**src/hdl/ccfsa_pkg.sv**
```systemverilog
// ----------------------------------------------------------------------------
// ccfsa_pkg
// Shared constants, types and face-to-cell tables for the cube face sample
// address generator.
// ----------------------------------------------------------------------------
package ccfsa_pkg;

  localparam int unsigned MAX_IMAGE_DIM = 8192;
  localparam int unsigned MAX_FACE_SIZE = 4096;
  localparam int unsigned MAX_BPP       = 16;
  localparam int unsigned FACE_COUNT    = 6;

  localparam int unsigned FACE_W     = 3;
  localparam int unsigned DEST_W     = 12;
  localparam int unsigned SRC_W      = 13;
  localparam int unsigned OFF_W      = 30;
  localparam int unsigned CFG_DIM_W  = 14;
  localparam int unsigned CFG_FS_W   = 13;
  localparam int unsigned CFG_BPP_W  = 5;
  localparam int unsigned CFG_DATA_W = 14;
  localparam int unsigned CFG_IDX_W  = 2;

  localparam int unsigned DIM_W    = $clog2(MAX_IMAGE_DIM + 1);
  localparam int unsigned CELL_W   = $clog2(MAX_IMAGE_DIM / 4 + 1);
  localparam int unsigned FS_W     = $clog2(MAX_FACE_SIZE + 1);
  localparam int unsigned DEN_W    = FS_W + 1;
  localparam int unsigned BPP_W    = $clog2(MAX_BPP + 1);
  localparam int unsigned STRIDE_W = DIM_W + BPP_W;
  localparam int unsigned NUM_W    = DEST_W + 1 + CELL_W;
  localparam int unsigned QUO_W    = SRC_W;
  localparam int unsigned ORG_W    = CELL_W + 2;
  localparam int unsigned CMP_W    = DEN_W + QUO_W;
  localparam int unsigned PY_W     = SRC_W + STRIDE_W;
  localparam int unsigned PX_W     = SRC_W + BPP_W;

  localparam int unsigned DIV3_SHIFT = 17;
  localparam int unsigned DIV3_MUL   = (1 << DIV3_SHIFT) / 3 + 1;

  localparam int unsigned BACK_STAGES = 3;

  typedef enum logic [CFG_IDX_W-1:0] {
    REG_IMAGE_WIDTH     = 2'd0,
    REG_IMAGE_HEIGHT    = 2'd1,
    REG_FACE_SIZE       = 2'd2,
    REG_BYTES_PER_PIXEL = 2'd3
  } cfg_reg_e;

  typedef enum logic [FACE_W-1:0] {
    FACE_POS_X = 3'd0,
    FACE_NEG_X = 3'd1,
    FACE_POS_Y = 3'd2,
    FACE_NEG_Y = 3'd3,
    FACE_POS_Z = 3'd4,
    FACE_NEG_Z = 3'd5
  } face_e;

  typedef struct packed {
    logic [DIM_W-1:0]    width;
    logic [DIM_W-1:0]    height;
    logic [CELL_W-1:0]   cell_w;
    logic [CELL_W-1:0]   cell_h;
    logic [DEN_W-1:0]    den;
    logic [BPP_W-1:0]    bpp;
    logic [STRIDE_W-1:0] stride;
    logic                bad;
  } geom_t;

  typedef struct packed {
    logic             invalid;
    logic [ORG_W-1:0] org;
  } lane_tag_t;

  typedef struct packed {
    logic             ovf;
    logic [QUO_W-1:0] quo;
    lane_tag_t        tag;
  } div_res_t;

  function automatic logic [1:0] cell_col(input logic [FACE_W-1:0] face);
    logic [1:0] c;
    unique case (face) inside
      FACE_POS_X:                         c = 2'd2;
      FACE_NEG_X:                         c = 2'd0;
      FACE_POS_Y, FACE_NEG_Y, FACE_POS_Z: c = 2'd1;
      FACE_NEG_Z:                         c = 2'd3;
      default:                            c = 2'd0;
    endcase
    return c;
  endfunction

  function automatic logic [1:0] cell_row(input logic [FACE_W-1:0] face);
    logic [1:0] r;
    unique case (face) inside
      FACE_POS_Y:                                     r = 2'd0;
      FACE_NEG_Y:                                     r = 2'd2;
      FACE_POS_X, FACE_NEG_X, FACE_POS_Z, FACE_NEG_Z: r = 2'd1;
      default:                                        r = 2'd0;
    endcase
    return r;
  endfunction

endpackage

```
**src/hdl/cube_cross_face_sample_address.sv**
```systemverilog
// ----------------------------------------------------------------------------
// cube_cross_face_sample_address
// Nearest-neighbour source address for one cube face pixel of a 4x3 cross.
// ----------------------------------------------------------------------------
// One destination pixel enters per cycle unless the pipeline is stalled or the
// input is held after a configuration transfer. Its source column, row and byte
// offset pass one decode stage (cell origin and the two (2d+1)*cell products),
// 13 divider stages that each settle one quotient bit of the division by twice
// the face size, then clamp, offset multiply and offset add with the output
// register. Stages advance independently, so bubbles close up while the output
// is stalled. After a configuration transfer the input side is held while the
// derived geometry registers settle.
module cube_cross_face_sample_address import ccfsa_pkg::*; (
  input  logic                  clk_i,
  input  logic                  rst_ni,
  input  logic                  cfg_valid_i,
  output logic                  cfg_ready_o,
  input  logic [CFG_IDX_W-1:0]  cfg_index_i,
  input  logic [CFG_DATA_W-1:0] cfg_data_i,
  input  logic                  s_axis_tvalid,
  output logic                  s_axis_tready,
  input  logic [23:0]           s_axis_tdata,  // dest_x[11:0], dest_y[23:12]
  input  logic [FACE_W-1:0]     s_axis_tuser,  // face_number[2:0]
  output logic                  m_axis_tvalid,
  input  logic                  m_axis_tready,
  output logic [55:0]           m_axis_tdata,  // source_x[12:0], source_y[25:13],
                                               // source_offset[55:26]
  output logic                  m_axis_tuser   // invalid[0]
);

  localparam int unsigned NS = 1 + QUO_W + BACK_STAGES;

  geom_t            geom;
  logic [NS-1:0]    valid_q, valid_d, en;
  logic             cfg_wr_q;
  logic             cfg_ready;
  logic [NUM_W-1:0] num_x, num_y;
  lane_tag_t        tag_x, tag_y;
  div_res_t         res_x, res_y;
  logic [SRC_W-1:0] source_x, source_y;
  logic [OFF_W-1:0] source_offset;
  logic             invalid;

  assign en[NS-1] = ~valid_q[NS-1] | m_axis_tready;
  for (genvar k = 0; k < NS - 1; k++) begin : g_en
    assign en[k] = ~valid_q[k] | en[k+1];
  end

  assign s_axis_tready = en[0] & ~cfg_wr_q;
  assign valid_d       = {valid_q[NS-2:0], s_axis_tvalid & ~cfg_wr_q};

  always_ff @(posedge clk_i or negedge rst_ni) begin
    if (!rst_ni) begin
      valid_q  <= '0;
      cfg_wr_q <= 1'b0;
    end else begin
      valid_q  <= (valid_q & ~en) | (valid_d & en);
      cfg_wr_q <= cfg_valid_i & cfg_ready;
    end
  end

  ccfsa_cfg u_cfg (
    .clk_i       (clk_i),
    .rst_ni      (rst_ni),
    .cfg_valid_i (cfg_valid_i),
    .cfg_ready_o (cfg_ready),
    .cfg_index_i (cfg_index_i),
    .cfg_data_i  (cfg_data_i),
    .geom_o      (geom)
  );

  assign cfg_ready_o = cfg_ready;

  ccfsa_front u_front (
    .clk_i         (clk_i),
    .en_i          (en[0]),
    .face_number_i (s_axis_tuser),
    .dest_x_i      (s_axis_tdata[DEST_W-1:0]),
    .dest_y_i      (s_axis_tdata[2*DEST_W-1:DEST_W]),
    .geom_i        (geom),
    .num_x_o       (num_x),
    .num_y_o       (num_y),
    .tag_x_o       (tag_x),
    .tag_y_o       (tag_y)
  );

  ccfsa_div u_div_x (
    .clk_i (clk_i),
    .en_i  (en[QUO_W:1]),
    .den_i (geom.den),
    .num_i (num_x),
    .tag_i (tag_x),
    .res_o (res_x)
  );

  ccfsa_div u_div_y (
    .clk_i (clk_i),
    .en_i  (en[QUO_W:1]),
    .den_i (geom.den),
    .num_i (num_y),
    .tag_i (tag_y),
    .res_o (res_y)
  );

  ccfsa_back u_back (
    .clk_i           (clk_i),
    .en_i            (en[NS-1 -: BACK_STAGES]),
    .res_x_i         (res_x),
    .res_y_i         (res_y),
    .geom_i          (geom),
    .source_x_o      (source_x),
    .source_y_o      (source_y),
    .source_offset_o (source_offset),
    .invalid_o       (invalid)
  );

  assign m_axis_tvalid = valid_q[NS-1];
  assign m_axis_tdata  = {source_offset, source_y, source_x};
  assign m_axis_tuser  = invalid;

  a_invalid_zero: assert property (@(posedge clk_i) disable iff (!rst_ni)
    m_axis_tvalid && invalid |-> source_x == '0 && source_y == '0 && source_offset == '0)
    else $error("invalid result carries a non-zero address");

  a_inside_image: assert property (@(posedge clk_i) disable iff (!rst_ni)
    m_axis_tvalid && !invalid |->
      DIM_W'(source_x) < geom.width && DIM_W'(source_y) < geom.height)
    else $error("source coordinate outside the image");

  a_empty_ready: assert property (@(posedge clk_i) disable iff (!rst_ni)
    !m_axis_tvalid && !cfg_wr_q |-> s_axis_tready)
    else $error("input held although the output register is empty");

  a_stage_advance: assert property (@(posedge clk_i) disable iff (!rst_ni)
    valid_q[0] && en[1] |=> valid_q[1])
    else $error("decoded item lost on its way into the divider");

endmodule

```
**src/hdl/ccfsa_cfg.sv**
```systemverilog
// ----------------------------------------------------------------------------
// ccfsa_cfg
// Configuration registers and the registered cross geometry derived from them.
// ----------------------------------------------------------------------------
module ccfsa_cfg import ccfsa_pkg::*; (
  input  logic                  clk_i,
  input  logic                  rst_ni,
  input  logic                  cfg_valid_i,
  output logic                  cfg_ready_o,
  input  logic [CFG_IDX_W-1:0]  cfg_index_i,
  input  logic [CFG_DATA_W-1:0] cfg_data_i,
  output geom_t                 geom_o
);

  logic [CFG_DIM_W-1:0] img_w_q, img_w_d;
  logic [CFG_DIM_W-1:0] img_h_q, img_h_d;
  logic [CFG_FS_W-1:0]  face_size_q, face_size_d;
  logic [CFG_BPP_W-1:0] bpp_q, bpp_d;
  geom_t                geom_q, geom_d;

  logic [DIM_W-1:0]            w_sat;
  logic [DIM_W-1:0]            h_sat;
  logic [FS_W-1:0]             fs_sat;
  logic [BPP_W-1:0]            bpp_sat;
  logic [DIM_W+DIV3_SHIFT-1:0] h_prod;

  assign cfg_ready_o = 1'b1;

  always_comb begin
    img_w_d     = img_w_q;
    img_h_d     = img_h_q;
    face_size_d = face_size_q;
    bpp_d       = bpp_q;
    if (cfg_valid_i) begin
      unique case (cfg_reg_e'(cfg_index_i))
        REG_IMAGE_WIDTH:     img_w_d     = cfg_data_i[CFG_DIM_W-1:0];
        REG_IMAGE_HEIGHT:    img_h_d     = cfg_data_i[CFG_DIM_W-1:0];
        REG_FACE_SIZE:       face_size_d = cfg_data_i[CFG_FS_W-1:0];
        REG_BYTES_PER_PIXEL: bpp_d       = cfg_data_i[CFG_BPP_W-1:0];
      endcase
    end
  end

  always_comb begin
    w_sat   = (img_w_q > CFG_DIM_W'(MAX_IMAGE_DIM)) ? DIM_W'(MAX_IMAGE_DIM) : DIM_W'(img_w_q);
    h_sat   = (img_h_q > CFG_DIM_W'(MAX_IMAGE_DIM)) ? DIM_W'(MAX_IMAGE_DIM) : DIM_W'(img_h_q);
    fs_sat  = (face_size_q > CFG_FS_W'(MAX_FACE_SIZE)) ? FS_W'(MAX_FACE_SIZE)
                                                       : FS_W'(face_size_q);
    if (bpp_q > CFG_BPP_W'(MAX_BPP)) begin
      bpp_sat = BPP_W'(MAX_BPP);
    end else if (bpp_q == '0) begin
      bpp_sat = BPP_W'(1);
    end else begin
      bpp_sat = BPP_W'(bpp_q);
    end
    h_prod = (DIM_W+DIV3_SHIFT)'(h_sat) * (DIM_W+DIV3_SHIFT)'(DIV3_MUL);

    geom_d.width  = w_sat;
    geom_d.height = h_sat;
    geom_d.cell_w = w_sat[2 +: CELL_W];
    geom_d.cell_h = h_prod[DIV3_SHIFT +: CELL_W];
    geom_d.den    = {fs_sat, 1'b0};
    geom_d.bpp    = bpp_sat;
    geom_d.stride = STRIDE_W'(w_sat) * STRIDE_W'(bpp_sat);
    geom_d.bad    = (fs_sat == '0) || (w_sat < DIM_W'(4)) || (h_sat < DIM_W'(3));
  end

  always_ff @(posedge clk_i or negedge rst_ni) begin
    if (!rst_ni) begin
      img_w_q     <= '0;
      img_h_q     <= '0;
      face_size_q <= '0;
      bpp_q       <= CFG_BPP_W'(4);
      geom_q      <= '{width: '0, height: '0, cell_w: '0, cell_h: '0, den: '0,
                       bpp: BPP_W'(4), stride: '0, bad: 1'b1};
    end else begin
      img_w_q     <= img_w_d;
      img_h_q     <= img_h_d;
      face_size_q <= face_size_d;
      bpp_q       <= bpp_d;
      geom_q      <= geom_d;
    end
  end

  assign geom_o = geom_q;

endmodule

```
**src/hdl/ccfsa_front.sv**
```systemverilog
// ----------------------------------------------------------------------------
// ccfsa_front
// Decode stage: face to cell origin, dividend (2d+1)*cell and invalid flag.
// ----------------------------------------------------------------------------
module ccfsa_front import ccfsa_pkg::*; (
  input  logic              clk_i,
  input  logic              en_i,
  input  logic [FACE_W-1:0] face_number_i,
  input  logic [DEST_W-1:0] dest_x_i,
  input  logic [DEST_W-1:0] dest_y_i,
  input  geom_t             geom_i,
  output logic [NUM_W-1:0]  num_x_o,
  output logic [NUM_W-1:0]  num_y_o,
  output lane_tag_t         tag_x_o,
  output lane_tag_t         tag_y_o
);

  logic [NUM_W-1:0] num_x_q, num_x_d;
  logic [NUM_W-1:0] num_y_q, num_y_d;
  lane_tag_t        tag_x_q, tag_x_d;
  lane_tag_t        tag_y_q, tag_y_d;
  logic             invalid;

  always_comb begin
    invalid = geom_i.bad || (face_number_i >= FACE_W'(FACE_COUNT));
    num_x_d = NUM_W'({dest_x_i, 1'b1}) * NUM_W'(geom_i.cell_w);
    num_y_d = NUM_W'({dest_y_i, 1'b1}) * NUM_W'(geom_i.cell_h);
    tag_x_d.invalid = invalid;
    tag_x_d.org     = ORG_W'(cell_col(face_number_i)) * ORG_W'(geom_i.cell_w);
    tag_y_d.invalid = invalid;
    tag_y_d.org     = ORG_W'(cell_row(face_number_i)) * ORG_W'(geom_i.cell_h);
  end

  always_ff @(posedge clk_i) begin
    if (en_i) begin
      num_x_q <= num_x_d;
      num_y_q <= num_y_d;
      tag_x_q <= tag_x_d;
      tag_y_q <= tag_y_d;
    end
  end

  assign num_x_o = num_x_q;
  assign num_y_o = num_y_q;
  assign tag_x_o = tag_x_q;
  assign tag_y_o = tag_y_q;

endmodule

```
**src/hdl/ccfsa_div.sv**
```systemverilog
// ----------------------------------------------------------------------------
// ccfsa_div
// Pipelined restoring divider lane, one quotient bit per stage, with an
// overflow flag for quotients beyond the coordinate range.
// ----------------------------------------------------------------------------
module ccfsa_div import ccfsa_pkg::*; (
  input  logic             clk_i,
  input  logic [QUO_W-1:0] en_i,
  input  logic [DEN_W-1:0] den_i,
  input  logic [NUM_W-1:0] num_i,
  input  lane_tag_t        tag_i,
  output div_res_t         res_o
);

  logic [NUM_W-1:0] rem_q [QUO_W-1];
  logic [QUO_W-1:0] quo_q [QUO_W];
  logic             ovf_q [QUO_W];
  lane_tag_t        tag_q [QUO_W];

  for (genvar i = 0; i < QUO_W; i++) begin : g_stage
    logic [NUM_W-1:0] rem_in;
    logic [QUO_W-1:0] quo_in;
    logic             ovf_in;
    lane_tag_t        tag_in;
    logic [CMP_W-1:0] dsh;
    logic             ge;

    if (i == 0) begin : g_first
      assign rem_in = num_i;
      assign quo_in = '0;
      assign ovf_in = (CMP_W'(num_i) >= (CMP_W'(den_i) << QUO_W));
      assign tag_in = tag_i;
    end else begin : g_next
      assign rem_in = rem_q[i-1];
      assign quo_in = quo_q[i-1];
      assign ovf_in = ovf_q[i-1];
      assign tag_in = tag_q[i-1];
    end

    assign dsh = CMP_W'(den_i) << (QUO_W - 1 - i);
    assign ge  = (CMP_W'(rem_in) >= dsh);

    always_ff @(posedge clk_i) begin
      if (en_i[i]) begin
        quo_q[i] <= {quo_in[QUO_W-2:0], ge};
        ovf_q[i] <= ovf_in;
        tag_q[i] <= tag_in;
      end
    end

    if (i < QUO_W - 1) begin : g_rem
      always_ff @(posedge clk_i) begin
        if (en_i[i]) begin
          rem_q[i] <= ge ? NUM_W'(CMP_W'(rem_in) - dsh) : rem_in;
        end
      end
    end
  end

  assign res_o.ovf = ovf_q[QUO_W-1];
  assign res_o.quo = quo_q[QUO_W-1];
  assign res_o.tag = tag_q[QUO_W-1];

endmodule

```
**src/hdl/ccfsa_back.sv**
```systemverilog
// ----------------------------------------------------------------------------
// ccfsa_back
// Clamp to the image edge, form the byte offset and hold the result.
// ----------------------------------------------------------------------------
module ccfsa_back import ccfsa_pkg::*; (
  input  logic                   clk_i,
  input  logic [BACK_STAGES-1:0] en_i,
  input  div_res_t               res_x_i,
  input  div_res_t               res_y_i,
  input  geom_t                  geom_i,
  output logic [SRC_W-1:0]       source_x_o,
  output logic [SRC_W-1:0]       source_y_o,
  output logic [OFF_W-1:0]       source_offset_o,
  output logic                   invalid_o
);

  logic [ORG_W:0]     sum_x, sum_y;
  logic               clamp_x, clamp_y, inv;
  logic [SRC_W-1:0]   edge_x, edge_y;

  logic [SRC_W-1:0]   sx_a_q, sx_a_d, sy_a_q, sy_a_d;
  logic               inv_a_q;
  logic [PY_W-1:0]    py_b_q;
  logic [PX_W-1:0]    px_b_q;
  logic [SRC_W-1:0]   sx_b_q, sy_b_q;
  logic               inv_b_q;
  logic [SRC_W-1:0]   sx_c_q, sy_c_q;
  logic [OFF_W-1:0]   off_c_q;
  logic               inv_c_q;

  always_comb begin
    inv     = res_x_i.tag.invalid || res_y_i.tag.invalid;
    sum_x   = (ORG_W+1)'(res_x_i.tag.org) + (ORG_W+1)'(res_x_i.quo);
    sum_y   = (ORG_W+1)'(res_y_i.tag.org) + (ORG_W+1)'(res_y_i.quo);
    clamp_x = res_x_i.ovf || (sum_x >= (ORG_W+1)'(geom_i.width));
    clamp_y = res_y_i.ovf || (sum_y >= (ORG_W+1)'(geom_i.height));
    edge_x  = SRC_W'(geom_i.width - DIM_W'(1));
    edge_y  = SRC_W'(geom_i.height - DIM_W'(1));
    if (inv) begin
      sx_a_d = '0;
      sy_a_d = '0;
    end else begin
      sx_a_d = clamp_x ? edge_x : SRC_W'(sum_x);
      sy_a_d = clamp_y ? edge_y : SRC_W'(sum_y);
    end
  end

  always_ff @(posedge clk_i) begin
    if (en_i[0]) begin
      sx_a_q  <= sx_a_d;
      sy_a_q  <= sy_a_d;
      inv_a_q <= inv;
    end
    if (en_i[1]) begin
      py_b_q  <= PY_W'(sy_a_q) * PY_W'(geom_i.stride);
      px_b_q  <= PX_W'(sx_a_q) * PX_W'(geom_i.bpp);
      sx_b_q  <= sx_a_q;
      sy_b_q  <= sy_a_q;
      inv_b_q <= inv_a_q;
    end
    if (en_i[2]) begin
      off_c_q <= OFF_W'(py_b_q + PY_W'(px_b_q));
      sx_c_q  <= sx_b_q;
      sy_c_q  <= sy_b_q;
      inv_c_q <= inv_b_q;
    end
  end

  assign source_x_o      = sx_c_q;
  assign source_y_o      = sy_c_q;
  assign source_offset_o = off_c_q;
  assign invalid_o       = inv_c_q;

endmodule

```
**config.mk**
```make
export PLATFORM = sky130hd
export DESIGN_NAME = cube_cross_face_sample_address
export DESIGN_NICKNAME = d
export VERILOG_FILES = /design/src/hdl/ccfsa_pkg.sv /design/src/hdl/cube_cross_face_sample_address.sv /design/src/hdl/ccfsa_cfg.sv /design/src/hdl/ccfsa_front.sv /design/src/hdl/ccfsa_div.sv /design/src/hdl/ccfsa_back.sv
export SDC_FILE = /design/constraint.sdc
export NUM_CORES = 2
export LEC_CHECK = 0
export BUFFER_PORTS_ARGS = -buffer_cell sky130_fd_sc_hd__buf_4
export CORE_MARGIN = 2
export CORE_UTILIZATION = 50
export CTS_CLUSTER_DIAMETER = 40
export DETAILED_ROUTE_END_ITERATION = 16
export PLACE_DENSITY = 0.75
export SETUP_SLACK_MARGIN = 0.15
export SYNTH_ARGS = -nofsm -noshare
export SYNTH_HDL_FRONTEND = slang
export SYNTH_SLANG_ARGS = --single-unit
```
**constraint.sdc**
```tcl
create_clock -name clk_i -period 34.9 [get_ports clk_i]
set_input_delay 6.98 -clock clk_i [delete_from_list [all_inputs] [get_ports clk_i]]
set_output_delay 6.98 -clock clk_i [all_outputs]
set_load 0.1 [all_outputs]
```
### Word-level counts from Yosys, hierarchy flattened

Memories as Yosys holds them, arrays and structs flattened.
Cells that the tools add are included.

| storage, ports and cells | value |
|---|---|
| memory bits (writable) | 1354 |
| word-level logic and storage cells | 237 |
| input bits | 48 |
| memories kept | 8 |
| flip-flop bits (word level) | 392 |
| output and inout bits | 60 |

Memory list:

| name | words | width | read ports | clocked after Yosys merged registers in | write ports | RTL line | source |
|---|---|---|---|---|---|---|---|
| u_div_x.rem_q | 12 | 25 | 12 | 0 | 12 | ccfsa_div.sv:15 | `logic [NUM_W-1:0] rem_q [QUO_W-1];` |
| u_div_y.rem_q | 12 | 25 | 12 | 0 | 12 | ccfsa_div.sv:15 |  |
| u_div_x.tag_q | 13 | 15 | 13 | 0 | 13 | ccfsa_div.sv:18 | `lane_tag_t tag_q [QUO_W];` |
| u_div_y.tag_q | 13 | 15 | 13 | 0 | 13 | ccfsa_div.sv:18 |  |
| u_div_x.quo_q | 13 | 13 | 13 | 0 | 13 | ccfsa_div.sv:16 | `logic [QUO_W-1:0] quo_q [QUO_W];` |
| u_div_y.quo_q | 13 | 13 | 13 | 0 | 13 | ccfsa_div.sv:16 |  |
| 2 more memories | n/a | n/a | n/a | n/a | n/a | n/a |  |

| cells by class | value |
|---|---|
| muxes and demuxes | 59 |
| $lt $le $gt $ge | 37 |
| add/subtract/negate cells | 29 |
| equality and inequality tests | 8 |
| reduce and logical (&&, ||, !) cells | 16 |
| multipliers | 8 |
| bitwise operators | 41 |

Operators with widths:

| operator | count |
|---|---|
| $mux W25 | 24 |
| $sub A25 B25 Y25 | 4 |
| $ge A25 B27 Y1 | 2 |
| $ge A25 B26 Y1 | 2 |
| $ge A25 B14 Y1 | 2 |
| $ge A25 B15 Y1 | 2 |
| $ge A25 B16 Y1 | 2 |
| $ge A25 B17 Y1 | 2 |
| $ge A25 B18 Y1 | 2 |
| $ge A25 B19 Y1 | 2 |
| $ge A25 B20 Y1 | 2 |
| $ge A25 B21 Y1 | 2 |
| $ge A25 B22 Y1 | 2 |
| $ge A25 B23 Y1 | 2 |
| $ge A25 B24 Y1 | 2 |
| $ge A25 B25 Y1 | 2 |
| $mul A13 B12 Y25 | 2 |
| $sub A25 B15 Y25 | 2 |
| $sub A25 B16 Y25 | 2 |
| $sub A25 B17 Y25 | 2 |
| $sub A25 B18 Y25 | 2 |
| $sub A25 B19 Y25 | 2 |
| $sub A25 B20 Y25 | 2 |
| $sub A25 B21 Y25 | 2 |
| other kinds (43) | 126 |

### Depth between registers and ports, before layout

| depth | value |
|---|---|
| depth in word-level cells | 21 |
| mapped depth | 23 |
| gate-level depth less buffers | 22 |

### Hierarchy

From an unflattened synthesis, not the netlist that was laid out.

| unflattened totals | value |
|---|---|
| cell total of the unflattened synthesis | 8822 |
| area total of the unflattened synthesis | 101588.7 µm² |

Modules (own cells, without submodules):

| module | times used | cells each | area an instance (µm²) | sequential area each (µm²) |
|---|---|---|---|---|
| ccfsa_div at u_div_y | 1 | 2334 | 29873.7 | 17987.3 |
| ccfsa_div at u_div_x | 1 | 2278 | 29671.0 | 17987.3 |
| ccfsa_back | 1 | 1836 | 18207.5 | 4774.6 |
| ccfsa_front | 1 | 1450 | 13599.3 | 2372.3 |
| ccfsa_cfg | 1 | 856 | 9421.5 | 3106.7 |
| cube_cross_face_sample_address | 1 | 68 | 815.8 | 450.4 |

### Least setup slack after synthesis

OpenSTA, ideal clock, no wires.

| path | value |
|---|---|
| path kind | input port to output port |
| from | in m_axis_tready |
| to | out s_axis_tready |
| data required time | 27.920 ns |
| arrival time | 14.336 ns |
| buffers on the path | 0 |
| slack | 13.584 ns |
| stages | 7 |
| path through | nor2b_1 -> and3_1 -> nand3_1 -> nor3_1 -> nand3_1 -> nor2_1 -> a21oi_1 |

| between the ends | value |
|---|---|
| longest elaborated chain between the ends | 18 |

RTL lines:

| element | RTL line | source |
|---|---|---|
| from (decl) | cube_cross_face_sample_address.sv:25 | `input logic m_axis_tready,` |
| $or A1 B1 Y1 | cube_cross_face_sample_address.sv:44 | `assign en[NS-1] = ~valid_q[NS-1] \| m_axis_tready;` |
| $or A1 B1 Y1 (4 in a row) | cube_cross_face_sample_address.sv:46 | `assign en[k] = ~valid_q[k] \| en[k+1];` |
| net en[12] | cube_cross_face_sample_address.sv:34 | `logic [NS-1:0] valid_q, valid_d, en;` |
| $or A1 B1 Y1 (12 in a row) | cube_cross_face_sample_address.sv:46 |  |
| $and A1 B1 Y1 | cube_cross_face_sample_address.sv:49 | `assign s_axis_tready = en[0] & ~cfg_wr_q;` |
| to (decl) | cube_cross_face_sample_address.sv:21 | `output logic s_axis_tready,` |

The timed path passes the listed nets, and every way through them passes these cells.

### Final worst setup path

Ends and elaborated chain as after synthesis.

==> reports/metrics.cfg <==
[worst_setup_path]
start_kind = input port
required_ps = 27920
cp-end-kind = output pin
cpLargestDelayFamily = simple AND/OR/NAND/NOR gates
critical_path.slowest_cell = nor3_1
critical_path_class = in2out
critPathMaxFanout = 47
worstPathArrival_ps = 11030
cp_cell_sequence = buf_4 -> nor2b_1 -> and3_1 -> nand3_4 -> nor3_1 -> nand3_4 -> nor2_1 -> a21oi_1 -> buf_4
worst-path-buf-inv = 2
max_stage_delay_ps = 940

[run_status]
status = finished clean

[floorplan]
dieArea_um2 = 199000
core_um2 = 194000
die_y_um = 446
initial_core_util_pct = 50.2
num_io_pins = 108
die_w_um = 446
rows = 162

[sta]
period_share_pct = 51.6
worst_pin_slew_ps = 1350
fmax_mhz = 55.5
drv_slew = 0
rsz0062_at_grt = false
hold_slack_ps = 400
fin_crit_ps = 18010
fin_tns_setup_ps = 0
skew_ps = 70.5
setup_viol = 0
slew_headroom_pct = 9.78
timing.final.hold_violations = 0

[clocking]
numCtsBuffers = 210
clkSlewWorstSetupHoldPaths_ps = 60
clkLatencyLatePin_ps = 850
cts-hold-fix-buffers = 0
cts_setup_buffers = 0
clockBufferDepth = 3
cts_resized = 0
htreeDepth = 4
cts_tree = built
cts_root_buffer = clkbuf_16
cts.sinks = 1565

[detailed_routing]
ant_nets = 0
drt_iter0_drc = 4880
dr.pass1.iters = 6
avgViaCountPerCell = 5.68
wl_um = 216000
remaining_drc_errors = 0
dr_total_vias = 63300
wl_per_cell_um = 19.3

[min_path]
min_path_type = reg2reg

[synth]
ys_ff_latch = 1565
ys_seq_area_share_pct = 47.4
synth_cell_types = 91
syn_nets = 9636
syn_inst = 8234
syn_avg_cell_area_um2 = 11.9
yosys_warnings = 0
synth_async_sr_flop_share_pct = 9.07
synth-edff-count = 1423
synth-main-ff-cell = edfxtp_1
synthesis.area_um2 = 97600

[global_route]
grt_antenna_before_repair = 15
grt_pass1_wl_um = 344000
grt_pass1_vias = 65200
grt_overflow_total = 0
grt_usage_pct = 21.7
grt_max_degree = 84

[layout]
final_cell_mix = 1423 x edfxtp_1, 810 x inv_1, 797 x ha_1, 752 x nand2_1, 557 x fa_1
final_common_cell = edfxtp_1
syn2layout_area_growth_pct = 11.5
nets = 9822
drive_above_1_share_pct = 9.04
postLayoutCoreUtil_pct = 56.0

[placed_design]
port-buffer-count = 106
place_hpwl_um = 158000
place.gp.congestion = 0.898

[run]
cap_violations = 0

stage by stage:
step / setup slack (ps) / cell area, um2 / cells
2_1_floorplan: 13580 / 97600 / 8234
3_3_place_gp: 16940 / 101000 / 10800
3_5_place_dp: 16890 / 101000 / 10800
4_1_cts: 16840 / 109000 / 11100
5_1_grt: 16680 / 109000 / 11100
6_report: 16890 / 109000 / 11100
sequential cells by signal (all words and copies together), names as in the netlist, 14 cells and up, named ones only:
| register | count |
|---|---|
| u_back.px_b_q | 18 |
| u_back.py_b_q | 30 |
| u_back.source_offset_o | 30 |
| u_cfg.geom_o | 78 |
| u_cfg.img_h_q | 14 |
| u_cfg.img_w_q | 14 |
| u_div_x.quo_q | 91 |
| u_div_x.rem_q | 300 |
| u_div_x.tag_q | 189 |
| u_div_y.quo_q | 91 |
| u_div_y.rem_q | 300 |
| u_div_y.tag_q | 188 |
| u_front.num_x_o | 25 |
| u_front.num_y_o | 25 |
| u_front.tag_x_o | 15 |
| u_front.tag_y_o | 14 |
worst paths after layout:
| check | start | endpoint | slack, ps | cells past startpoint |
|---|---|---|---|---|
| setup / recovery | m_axis_tready | s_axis_tready | 16890 | 9 |
| hold / removal | u_div_x.tag_q[2][34]$_DFFE_PP_ | u_div_x.tag_q[2][49]$_DFFE_PP_ | 400 | 0 |
| setup reg to reg | u_cfg.img_h_q[13]$_DFFE_PN0P_ | u_cfg.geom_o[50]$_DFF_PN0_ | 27970 | 18 |
| hold reg to reg | u_div_x.tag_q[2][34]$_DFFE_PP_ | u_div_x.tag_q[2][49]$_DFFE_PP_ | 400 | 0 |
| max in group asynchronous | rst_ni | u_cfg.geom_o[27]$_DFF_PN0_ | 27240 | 2 |
| min in group asynchronous | rst_ni | u_cfg.bpp_q[3]$_DFFE_PN0P_ | 6170 | 1 |
cell type report:
type,count,area (um2)
antenna,2,5.00
clock buffer,232,5410
clock inverter,164,2020
fill,15300,85600
inverter,829,3120
multi-input combinational,5653,47600
sequential,1565,46300
tap,2542,3180
timing repair buffer,161,1210
cells in the mapped netlist (148+ instances only):
library cell  number  area (um2)
a21oi_1          361        1810
xnor2_1          306        2680
nor3_1           157         786
mux2_2           167        1880
xor2_1           173        1520
ha_1             797        9970
edfxtp_1        1423       42700
fa_1             557       11200
inv_1            826        3100
nand2_1          758        2850
and2_1           256        1600
nor2_1           433        1630
a21o_1           148        1110
o21ai_0          272        1360
worst register-to-register path, cell delays in order, from the launching register on:
cell and delay, ps:
dfrtp_1 660, nor2b_1 750, ha_1 410, fa_1 490, fa_1 530, inv_1 60, fa_1 500, inv_1 50
fa_1 410, fa_1 470, ha_1 310, a21o_1 180, a221o_1 380, a22o_1 220, a21oi_1 230, a21oi_1 140
o32a_1 400, a21o_1 200, xnor2_1 380
cell families (layout without fill, tap and decap cells):
| family | after synthesis | count (layout) | synth area share [%] |
|---|---|---|---|
| AO/OA/AOI/OAI | 1292 | 1292 | 8.59 |
| buffers and inverters | 1016 | 1386 | 3.97 |
| adder cells (fa/ha/maj) | 1354 | 1354 | 21.6 |
| XOR/XNOR | 479 | 479 | 4.30 |
| multiplexers | 215 | 215 | 2.43 |
| other | 2 | 4 | 0.00769 |
| AND/OR/NAND/NOR | 2311 | 2311 | 11.7 |
| flip-flops | 1565 | 1565 | 47.4 |
layer usage:
metal | up-vias | track usage, % | share of wire, %
met5 | - | 0 | 0.012
met1 | 31300 | 27.7 | 41
met4 | 4 | 8.24 | 3.6
met3 | 492 | 3.57 | 6.1
met2 | 1982 | 37.1 | 49
li1 | 29600 | - | -
Power is not shown: default switching activity piles up to over one toggle a cycle in this logic, so the estimate is an artifact.
